[config.mk]
export PLATFORM = sky130hd
export DESIGN_NAME = midi_byte_to_ble_packet_framer
export DESIGN_NICKNAME = d
export VERILOG_FILES = /design/src/rtl/mbf_pkg.sv /design/src/rtl/midi_byte_to_ble_packet_framer.sv /design/src/rtl/mbf_buffer.sv
export VERILOG_INCLUDE_DIRS = /design/src /design/src/rtl
export SDC_FILE = /design/constraint.sdc
export NUM_CORES = 1
export LEC_CHECK = 0
export BUFFER_PORTS_ARGS = -buffer_cell sky130_fd_sc_hd__buf_2
export CAP_MARGIN = 30
export CORE_MARGIN = 2
export CORE_UTILIZATION = 60
export CTS_BUF_LIST = sky130_fd_sc_hd__clkbuf_8
export DETAILED_ROUTE_END_ITERATION = 16
export HOLD_SLACK_MARGIN = 0.06
export PLACE_DENSITY = 0.81
export REMOVE_ABC_BUFFERS = 1
export SETUP_SLACK_MARGIN = 0.5
export SYNTH_ARGS = -nofsm -noshare
export SYNTH_HDL_FRONTEND = slang
export SYNTH_HIERARCHICAL = 1
export SYNTH_SLANG_ARGS = --single-unit
[constraint.sdc]
create_clock -name clk -period 3.8 [get_ports clk]
set_input_delay 0.38 -clock clk [delete_from_list [all_inputs] [get_ports clk]]
set_output_delay 0.38 -clock clk [all_outputs]
set_load 0.05 [all_outputs]
[src/rtl/midi_byte_to_ble_packet_framer_macros.svh]
// Assertion macros shared by the framer RTL.
// Depends on a clock named clk and an active-low reset named arst_n in the user's scope.
`ifndef MIDI_BYTE_TO_BLE_PACKET_FRAMER_MACROS_SVH
`define MIDI_BYTE_TO_BLE_PACKET_FRAMER_MACROS_SVH

// Same-cycle implication, checked out of reset.
`define MBF_ASSERT_NOW(label, ante, cons, msg) \
	label: assert property (@(posedge clk) disable iff (!arst_n) (ante) |-> (cons)) \
		else $error(msg);

// Next-cycle implication, checked out of reset.
`define MBF_ASSERT_NEXT(label, ante, cons, msg) \
	label: assert property (@(posedge clk) disable iff (!arst_n) (ante) |=> (cons)) \
		else $error(msg);

`endif

[src/rtl/mbf_pkg.sv]
// Package for the MIDI to BLE packet framer: constants and the message length decode.
// No dependencies.
`timescale 1ns / 1ps
package mbf_pkg;

	localparam int MBF_BUFFER_BYTES = 16;

	localparam logic [7:0] MBF_SYSEX_END = 8'hF7;
	localparam logic [7:0] MBF_HDR_MARK  = 8'h80;

	// Length of a message decided by its first byte; zero means it never completes.
	function automatic logic [1:0] mbf_msg_length(input logic [7:0] s);
		logic [1:0] len;
		len = 2'd0;
		if (s >= 8'hF4 || s == 8'hF1 || s == MBF_SYSEX_END) begin
			len = 2'd1;
		end else if ((s >= 8'hC0 && s <= 8'hDF) || s == 8'hF3) begin
			len = 2'd2;
		end else if ((s >= 8'h80 && s <= 8'hBF) || (s >= 8'hE0 && s <= 8'hEF) || s == 8'hF2) begin
			len = 2'd3;
		end
		return len;
	endfunction

endpackage

[src/rtl/midi_byte_to_ble_packet_framer.sv]
// Channel   Dir  Data                                   Last         User
// s_axis    in   [7:0] midi_byte, [20:8] time_ms         -            -
// m_axis    out  [7:0] packet_byte                       packet_end   run_last
//
// An input beat that completes nothing is accepted, then written to the buffer.
// A packet of n buffered bytes is then sent as the header, the optional timestamp, and for
// each data byte a registered read of the buffer and a load of the output.
// A sysex end byte with bytes pending sends that packet, writes the end byte and sends it
// as a second packet; with sixteen entries this is the longest beat.
// Reset clears the fill count and control state; buffer contents are never cleared.
// A stalled output holds the sequencer in the header, stamp and data states; s_tready is high only while idle.
//
// Top level of the MIDI to BLE packet framer; depends on mbf_pkg, mbf_buffer and the
// assertion macro header.
`timescale 1ns / 1ps
`include "midi_byte_to_ble_packet_framer_macros.svh"
module midi_byte_to_ble_packet_framer
	import mbf_pkg::*;
#(
	parameter int BUFFER_BYTES = MBF_BUFFER_BYTES
) (
	input  logic        clk,
	input  logic        arst_n,
	input  logic        s_tvalid,
	output logic        s_tready,
	input  logic [23:0] s_tdata,   // [7:0] midi_byte, [20:8] time_ms, [23:21] zero
	output logic        m_tvalid,
	input  logic        m_tready,
	output logic [7:0]  m_tdata,   // [7:0] packet_byte
	output logic        m_tlast,   // packet_end
	output logic        m_tuser    // [0] run_last
);

	localparam int CW = $clog2(BUFFER_BYTES + 1);
	localparam int IW = $clog2(BUFFER_BYTES);

	// The sequencer: one state per kind of work, one output beat at most per state visit.
	typedef enum logic [2:0] {
		ST_IDLE,
		ST_WRITE,
		ST_HDR,
		ST_STAMP,
		ST_RD,
		ST_DAT
	} state_t;

	state_t        state_q;
	logic [7:0]    byte_q;      // latched midi byte
	logic [12:0]   time_q;      // latched millisecond time
	logic [CW-1:0] count_q;     // bytes held in the buffer
	logic [IW-1:0] idx_q;       // read index while a packet is sent
	logic [7:0]    first_q;     // copy of buffer entry zero
	logic          more_q;      // another packet follows the one being sent
	logic [7:0]    out_byte_q;
	logic          out_end_q;
	logic          out_last_q;
	logic          out_valid_q;

	logic          in_beat;
	logic          out_free;
	logic          out_load;
	logic          wrap;
	logic [CW-1:0] base;
	logic [CW-1:0] opnd;
	logic [CW-1:0] inc;
	logic          at_end;
	logic [7:0]    first_new;
	logic [1:0]    need;
	logic          do_flush;
	logic [7:0]    rd_data;

	assign in_beat  = s_tvalid && s_tready;
	assign s_tready = (state_q == ST_IDLE);
	assign out_free = !out_valid_q || m_tready;
	// The output register takes a new beat whenever a sending state finds it free.
	assign out_load = out_free
		&& (state_q == ST_HDR || state_q == ST_STAMP || state_q == ST_DAT);

	// Write slot: a full buffer starts again at entry zero.
	assign wrap = (count_q >= CW'(BUFFER_BYTES));
	assign base = wrap ? '0 : count_q;

	// The shared incrementer and compare: it bumps the fill count while writing and the
	// read index while sending, and the same compare finds the final data byte.
	assign opnd   = (state_q == ST_WRITE) ? base : CW'(idx_q);
	assign inc    = opnd + CW'(1);
	assign at_end = (inc == count_q);

	// The first byte decides the message length; it is the new byte when entry zero is written.
	assign first_new = (base == '0) ? byte_q : first_q;
	assign need      = mbf_msg_length(first_new);
	assign do_flush  = ((need != 2'd0) && (inc == CW'(need))) || (inc >= CW'(BUFFER_BYTES));

	mbf_buffer #(
		.BUFFER_BYTES(BUFFER_BYTES)
	) u_buffer (
		.clk       (clk),
		.wr_en     (state_q == ST_WRITE),
		.wr_addr   (base[IW-1:0]),
		.wr_data   (byte_q),
		.rd_en     (state_q == ST_RD),
		.rd_addr   (idx_q),
		.rd_data_q (rd_data)
	);

	always_ff @(posedge clk or negedge arst_n) begin
		if (!arst_n) begin
			state_q     <= ST_IDLE;
			byte_q      <= '0;
			time_q      <= '0;
			count_q     <= '0;
			idx_q       <= '0;
			first_q     <= '0;
			more_q      <= 1'b0;
			out_byte_q  <= '0;
			out_end_q   <= 1'b0;
			out_last_q  <= 1'b0;
			out_valid_q <= 1'b0;
		end else begin
			out_valid_q <= out_load || (out_valid_q && !m_tready);
			unique case (state_q)
				ST_IDLE: begin
					if (in_beat) begin
						byte_q <= s_tdata[7:0];
						time_q <= s_tdata[20:8];
						// A sysex end byte first sends what is pending as a packet of its own.
						if (s_tdata[7:0] == MBF_SYSEX_END && count_q != '0) begin
							more_q  <= 1'b1;
							state_q <= ST_HDR;
						end else begin
							state_q <= ST_WRITE;
						end
					end
				end
				ST_WRITE: begin
					count_q <= inc;
					first_q <= first_new;
					state_q <= do_flush ? ST_HDR : ST_IDLE;
				end
				ST_HDR: begin
					if (out_free) begin
						out_byte_q  <= MBF_HDR_MARK | {2'b00, time_q[12:7]};
						out_end_q   <= 1'b0;
						out_last_q  <= 1'b0;
						idx_q       <= '0;
						state_q     <= first_q[7] ? ST_STAMP : ST_RD;
					end
				end
				ST_STAMP: begin
					if (out_free) begin
						out_byte_q  <= MBF_HDR_MARK | {1'b0, time_q[6:0]};
						out_end_q   <= 1'b0;
						out_last_q  <= 1'b0;
						state_q     <= ST_RD;
					end
				end
				ST_RD: begin
					state_q <= ST_DAT;
				end
				ST_DAT: begin
					if (out_free) begin
						out_byte_q  <= rd_data;
						out_end_q   <= at_end;
						out_last_q  <= at_end && !more_q;
						if (at_end) begin
							count_q <= '0;
							more_q  <= 1'b0;
							// After the flush ahead of a sysex end, that byte is written next.
							state_q <= more_q ? ST_WRITE : ST_IDLE;
						end else begin
							idx_q   <= inc[IW-1:0];
							state_q <= ST_RD;
						end
					end
				end
				default: begin
					state_q <= ST_IDLE;
				end
			endcase
		end
	end

	assign m_tvalid = out_valid_q;
	assign m_tdata  = out_byte_q;
	assign m_tlast  = out_end_q;
	assign m_tuser  = out_last_q;

	// The fill count never runs past the buffer size.
	`MBF_ASSERT_NOW(a_count_range, 1'b1, count_q <= CW'(BUFFER_BYTES), "fill count overflow")
	// The final result of an input beat is always the final byte of a packet.
	`MBF_ASSERT_NOW(a_last_ends_packet, m_tvalid && m_tuser, m_tlast, "run_last without packet_end")
	// The read index stays inside the filled part of the buffer while data is sent.
	`MBF_ASSERT_NOW(a_idx_in_fill, state_q == ST_DAT, CW'(idx_q) < count_q, "read index past fill")
	// An accepted beat always takes the block out of idle.
	`MBF_ASSERT_NEXT(a_busy_after_beat, in_beat, state_q != ST_IDLE, "idle after accepted beat")

endmodule

[src/rtl/mbf_buffer.sv]
// Pending byte store of the framer: one write port, one registered read port.
// Depends on mbf_pkg.
`timescale 1ns / 1ps
module mbf_buffer
	import mbf_pkg::*;
#(
	parameter int BUFFER_BYTES = MBF_BUFFER_BYTES,
	localparam int IW = $clog2(BUFFER_BYTES)
) (
	input  logic          clk,
	input  logic          wr_en,
	input  logic [IW-1:0] wr_addr,
	input  logic [7:0]    wr_data,
	input  logic          rd_en,
	input  logic [IW-1:0] rd_addr,
	output logic [7:0]    rd_data_q
);

	logic [7:0] mem_q [BUFFER_BYTES];

	always_ff @(posedge clk) begin
		if (wr_en) begin
			mem_q[wr_addr] <= wr_data;
		end
		if (rd_en) begin
			rd_data_q <= mem_q[rd_addr];
		end
	end

endmodule

==> results.toml, run 1 <==
[run_status]
status = "completed"

[floorplan]
row_count = 42
core_area_mm2 = 0.0132
start_util_pct = 61.1
dieWidth_um = 120
io_pins = 40
die_h_um = 120
die-area_mm2 = 0.0144

[timing]
setup_slack_ns = 0.619
rsz0062_at_grt = "yes"
hold_violations = 0
maxSlewHeadroom_pct = 28.5
finalSetupTns_ns = 0
layout_min_cycle_time_ns = 3.18
finClkSkew_ns = 0.0218
hold-worst-slack_ns = 0.136
finalCritPeriodShare_pct = 83.7
setup_viol = 0
slew_viol_final = 0
worstMarginPinSlew_ns = 1.07
fmax_mhz = 314

[power_and_ir_drop]
leakagePower_uw = 0.00311
seq_power_share_pct = 48.3
netSwitchingFraction_pct = 36.6
power_frac_comb_pct = 32.4
clock_power_share_pct = 19.3
p_int_uw = 4320
p_per_area_mw_per_mm2 = 773
ir_drop_mv = 0.478
switchingPower_uw = 2500

[synthesis]
yosysWarningCount = 6
syn-instance-count = 507
ys_async_sr_fraction_pct = 28.0
synth_top_area_cell = "edfxtp_1"
synth_edf_count = 136
ys.flop_type = "edfxtp_1"
ys_ff_latch = 189
ys_top_cells_by_area = "edfxtp_1 (51%), dfrtp_1 (16%), mux4_2 (5.0%)"
seq_area_frac_synth_pct = 67.2
ys_types = 62
mappedNetlistArea_mm2 = 0.00806
synth_top_area_share_pct = 50.7
avgSynthCellArea_um2 = 15.9

[route]
drtIter0Drc = 497
vias = 4685
routed_wirelength_um = 15900
wl_per_cell_um = 21.5
firstDrtPassIters = 6
detail-route-antenna-nets = 0
drt-vias-per-instance = 6.35
drc = 0

[cells_and_area]
num-fill-cells = 910
num_antenna_cells = 0
drive_above_1_share_pct = 24.9
nets = 578
area_growth_pct = 9.47

[placed_design]
gp_congestion = 0.852
pre_cts_ws_ns = 0.477
hpwl_um = 10500
io_buffers = 36

[hold_path]
hold_class = "input port to flip-flop"

[cts]
cts_setup_buffers = 0
clock-sinks = 189
path_clk_slew_ns = 0.11
numCtsBuffers = 17
cts-root-buf = "clkbuf_8"
htreeDepth = 4
clk_path_buf_depth = 2
clkLatencyLatePin_ns = 0.47
cts_tree = "yes"

[global_routing]
grt_usage_pct = 23.6
grt_pass1_vias = 4631
antenna_found_initial = 0
grt_pass1_wl_um = 24800
grt_remaining_overflow = 0
grt_max_degree = 36

[worst_setup_path]
path_class = "flip-flop to flip-flop"
rrSetupSlack_ns = 0.62
path_max_fanout = 16
endpoint_kind = "flip-flop"
cp-start-kind = "flip-flop"
critPathRequiredTime_ns = 4.20
cp.arrival_ns = 3.58

[job]
maxCapViolCount = 0
## registers in the layout (all words and copies together), names as in the netlist
register            count
state_q                 3
m_tdata                 8
u_buffer/rd_data_q      8
count_q                 5
u_buffer/mem_q        128
byte_q                  8
first_q                 8
time_q                 13
m_tuser                 1
m_tlast                 1
m_tvalid                1
idx_q                   4
more_q                  1
## stage by stage
stage	instances	utilization [%]	total power, uW	instance area (um2)
after detailed placement	705	63.6	5490	8390
after global routing	738	66.9	7160	8820
after global placement	705	63.6	5370	8390
final	738	66.9	6820	8820
after CTS	738	66.7	6800	8800
after floorplan	483	-	4760	7910
## area by class of cell
type                            instances  area, um2  share of cell area, %
Clock buffer                           17        234                   2.65
Clock inverter                         15        164                   1.86
Inverter                               12       50.0                  0.567
Multi-Input combinational cell        282       2470                   28.1
Sequential cell                       189       5410                   61.4
Tap cell                              176        220                   2.50
Timing Repair Buffer                   47        265                   3.01
## synthesized netlist by cell type, drive strengths merged, types with 3 or more instances
| master | count |
|---|---|
| dfrtp | 53 |
| buf | 9 |
| nand4 | 3 |
| a21oi | 7 |
| mux4 | 32 |
| nor2 | 23 |
| clkdlybuf4s25 | 3 |
| and3 | 4 |
| inv | 10 |
| nand3 | 6 |
| o31ai | 6 |
| a22o | 3 |
| a31oi | 3 |
| nor2b | 7 |
| edfxtp | 136 |
| nand2 | 37 |
| o21ai | 35 |
| nand2b | 5 |
| nor4 | 3 |
| mux2 | 30 |
| a22oi | 17 |
| xnor2 | 7 |
| clkbuf | 12 |
| o22ai | 10 |
| o221ai | 6 |
| nor3 | 12 |
## worst max-delay path, cell delays in order, from the launching register on
cell     delay (ns)
dfrtp_1        0.39
or3b_4         0.49
inv_6          0.15
mux2_2         0.41
ha_2           0.26
xnor2_1        0.14
a221o_1        0.35
a21oi_4        0.21
o21ai_1        0.12
o31ai_2        0.37
mux2_2         0.22
## final timing paths
path                       depth (start not counted)       start          to
hold reg to reg                                    2     m_tlast     m_tlast
max in group asynchronous                          3      arst_n    idx_q[0]
setup reg to reg                                  10  state_q[2]    idx_q[0]
setup / recovery                                  10  state_q[2]    idx_q[0]
min in group asynchronous                          2      arst_n  time_q[12]
hold / removal                                     3  s_tdata[5]   byte_q[5]
## power by group through the flow
stage	Combinational, uW	Clock (uW)	Sequential [uW]
floorplan	1380	0	3380
global placement	2090	0	3280
detailed placement	2160	0	3330
CTS	2180	1340	3290
global route	2380	1420	3360
finish	2210	1320	3290
## cell families (layout without fill, tap and decap cells)
group                    count (synthesis)  after routing  synth area share, %
flip-flops                             189            189                 67.2
buffers and inverters                   36             91                 2.34
AND/OR/NAND/NOR                        111            111                 6.97
adder cells (fa/ha/maj)                  1              1                0.155
multiplexers                            63             63                 14.0
XOR/XNOR                                 7              7                0.947
AO/OA/AOI/OAI                          100            100                 8.46
## per-layer routing
layer  vias up  global-route usage (%)  routed length, um
met5         -                       0                  0
met4         0                    9.63                390
met1      2381                    30.5               6470
met3        29                    6.37               1040
met2       190                    38.3               8000
li1       2085                       -                  -
## cells in the final DEF (no fill, tap or decap), types with 4 or more instances in the layout
cell        n
edfxtp_1  136
dfrtp_1    52
nand2_1    37
buf_2      36
mux2_2     30
o21ai_0    30
nor2_1     23
mux4_2     18
a22oi_1    17
clkbuf_8   17
mux4_1     14
inv_1      13
nor3_1     12
o22ai_1    10
buf_4      10
nor2b_1     6
o221ai_1    6
a21oi_1     6
nand3_1     6
inv_6       5
nand2b_1    5
xnor2_1     5
o21ai_1     4
inv_8       4
## what timing repair did
action                                  in CTS  in global routing
hold buffers                                 1                  0
resized for setup                            1                  6
pin swaps                                    0                  2
endpoints found under the setup margin       2                 12
endpoints found under the hold margin       22                  0
(Power assumes the default switching activity.)
==> run 2, diff against run 1 <==
--- a/config.mk
+++ b/config.mk
@@ -9,7 +9,7 @@
 export BUFFER_PORTS_ARGS = -buffer_cell sky130_fd_sc_hd__buf_2
 export CAP_MARGIN = 30
 export CORE_MARGIN = 2
-export CORE_UTILIZATION = 60
+export CORE_UTILIZATION = 57
 export CTS_BUF_LIST = sky130_fd_sc_hd__clkbuf_8
 export DETAILED_ROUTE_END_ITERATION = 16
 export HOLD_SLACK_MARGIN = 0.06
==> constraint.sdc (replaced) <==
create_clock -name clk -period 2.8 [get_ports clk]
set_input_delay 0.28 -clock clk [delete_from_list [all_inputs] [get_ports clk]]
set_output_delay 0.28 -clock clk [all_outputs]
set_load 0.05 [all_outputs]
==> results.toml, run 2 (synthesized netlist as in run 1, its figures left out) <==
[run_status]
status = "complete, but fails checks"
violations = "negative setup slack"

[job]
maxCapViolCount = 0

[global_routing]
antenna_found_initial = 0
grt_max_degree = 46
grt_pass1_vias = 4921
grt_pass1_wl_um = 26400
grt_remaining_overflow = 0
grt_usage_pct = 24.2

[timing]
setup_viol = 4
rsz0062_at_grt = "yes"
finalCritPeriodShare_pct = 102
worstMarginPinSlew_ns = 0.840
fmax_mhz = 350
finClkSkew_ns = 0.0156
layout_min_cycle_time_ns = 2.85
slew_viol_final = 0
hold_violations = 0
hold-worst-slack_ns = 0.269
setup_slack_ns = -0.0536
maxSlewHeadroom_pct = 43.7

[worst_setup_path]
endpoint_kind = "flip-flop"
path_class = "flip-flop to flip-flop"
crit_path_end = "state_q[0]"
rrSetupSlack_ns = -0.05
critPathRequiredTime_ns = 3.17
cp.arrival_ns = 3.22
startpoint = "state_q[2]"
path_max_fanout = 4
r2r_end = "state_q[0]"
r2r_cells = 10
cp-start-kind = "flip-flop"
reg2reg_from = "state_q[2]"

[route]
firstDrtPassIters = 5
wl_per_cell_um = 21.6
drt-vias-per-instance = 6.18
vias = 4934
detail-route-antenna-nets = 0
drtIter0Drc = 329
routed_wirelength_um = 17300
drc = 0

[hold_path]
hold_start = "m_tready"
hold_class = "input port to flip-flop"

[power_and_ir_drop]
p_per_area_mw_per_mm2 = 1020
ir_drop_mv = 0.509
leakagePower_uw = 0.00341

[placed_design]
place_area_mm2 = 0.00861
gp_congestion = 0.860
hpwl_um = 10900
io_buffers = 36
numPlacedInstances = 737

[cells_and_area]
fin_cells = 798
area_growth_pct = 16.4
final_cell_mix = "edfxtp_1 (136), dfrtp_1 (52), buf_4 (41)"
nets = 634
num-fill-cells = 885
largest_registers = "u_buffer/mem_q x128, time_q x13"
largest_reg_flops = 128
final_core_util_pct = 67.8
final_area_mm2 = 0.00938
num_antenna_cells = 0
drive_above_1_share_pct = 30.1
final_common_cell = "edfxtp_1"
regMostFlops = "u_buffer/mem_q"

[cts]
clock-sinks = 189
cts_tree = "yes"
clkLatencyLatePin_ns = 0.47
clk_path_buf_depth = 2
numCtsBuffers = 17
cts-root-buf = "clkbuf_8"
htreeDepth = 4
path_clk_slew_ns = 0.09

[floorplan]
die-area_mm2 = 0.0151
core_area_mm2 = 0.0138
dieWidth_um = 123
io_pins = 40
start_util_pct = 58.3
row_count = 43
die_h_um = 123
## run 2: changes by cell type in the layout (fill, tap and decap cells not counted), sizes merged
cell	change
bufinv	-2
dlygate4sd3	+21
inv	-2
clkinv	+3
clkbuf	+2
clkinvlp	-1
buf	+35
## run 2: worst max-delay path, cell delays in order (launching register included)
cell,delay [ns]
dfrtp_1,0.39
or3b_4,0.43
clkinv_4,0.08
mux2_4,0.32
ha_4,0.18
xnor2_2,0.13
a221o_1,0.33
a21oi_2,0.23
o31ai_4,0.14
or2_4,0.28
o31ai_4,0.24
## run 2: through the flow
stage / total power, uW / TNS, ns / setup slack, ns
after global routing: 9990 / -0.760 / -0.126
after floorplan: 6460 / -11.61 / -0.550
after detailed placement: 7600 / -0.476 / -0.0823
after global placement: 7450 / 0 / 0.0134
final: 9530 / -0.136 / -0.0536
after CTS: 9380 / -0.0929 / -0.0433
## run 2: area by class of cell
class	instances	area, um2	area share (%)
clock inverters	13	103	1.09
clock buffers	19	262	2.79
inverters	12	50.0	0.534
multi-input cells	282	2560	27.3
well taps	180	225	2.40
repair buffers	103	769	8.21
flip-flops and latches	189	5410	57.7
## run 2: worst min path at each step
stage	cells after the start	endpoint	slack, ns
after floorplan	0	byte_q[0]	-0.02
after global placement	1	m_tuser	0.45
after detailed placement	1	m_tuser	0.45
after CTS	4	m_tvalid	0.21
after global routing	4	m_tvalid	0.28
final	4	m_tvalid	0.27
## run 2: routing by layer
metal / GRT usage [%] / part of all wire, %
met5: 0 / 0
met4: 9.34 / 2.6
met3: 6.04 / 5.4
met2: 40.4 / 51
met1: 30.6 / 41
## run 2: power by group
part,internal [uW],switching [uW]
Combinational,1510,2060
Clock,683,972
Sequential,3800,492
Total,6000,3530
## run 2: what timing repair did
| action | CTS | global route |
|---|---|---|
| gates cloned | 0 | 0 |
| setup buffers | 3 | 2 |
| pin swaps | 10 | 9 |
| gates resized for setup | 10 | 13 |
| hold buffers | 22 | 0 |
| hold endpoints to repair | 65 | 0 |
| endpoints found under the setup margin | 15 | 36 |
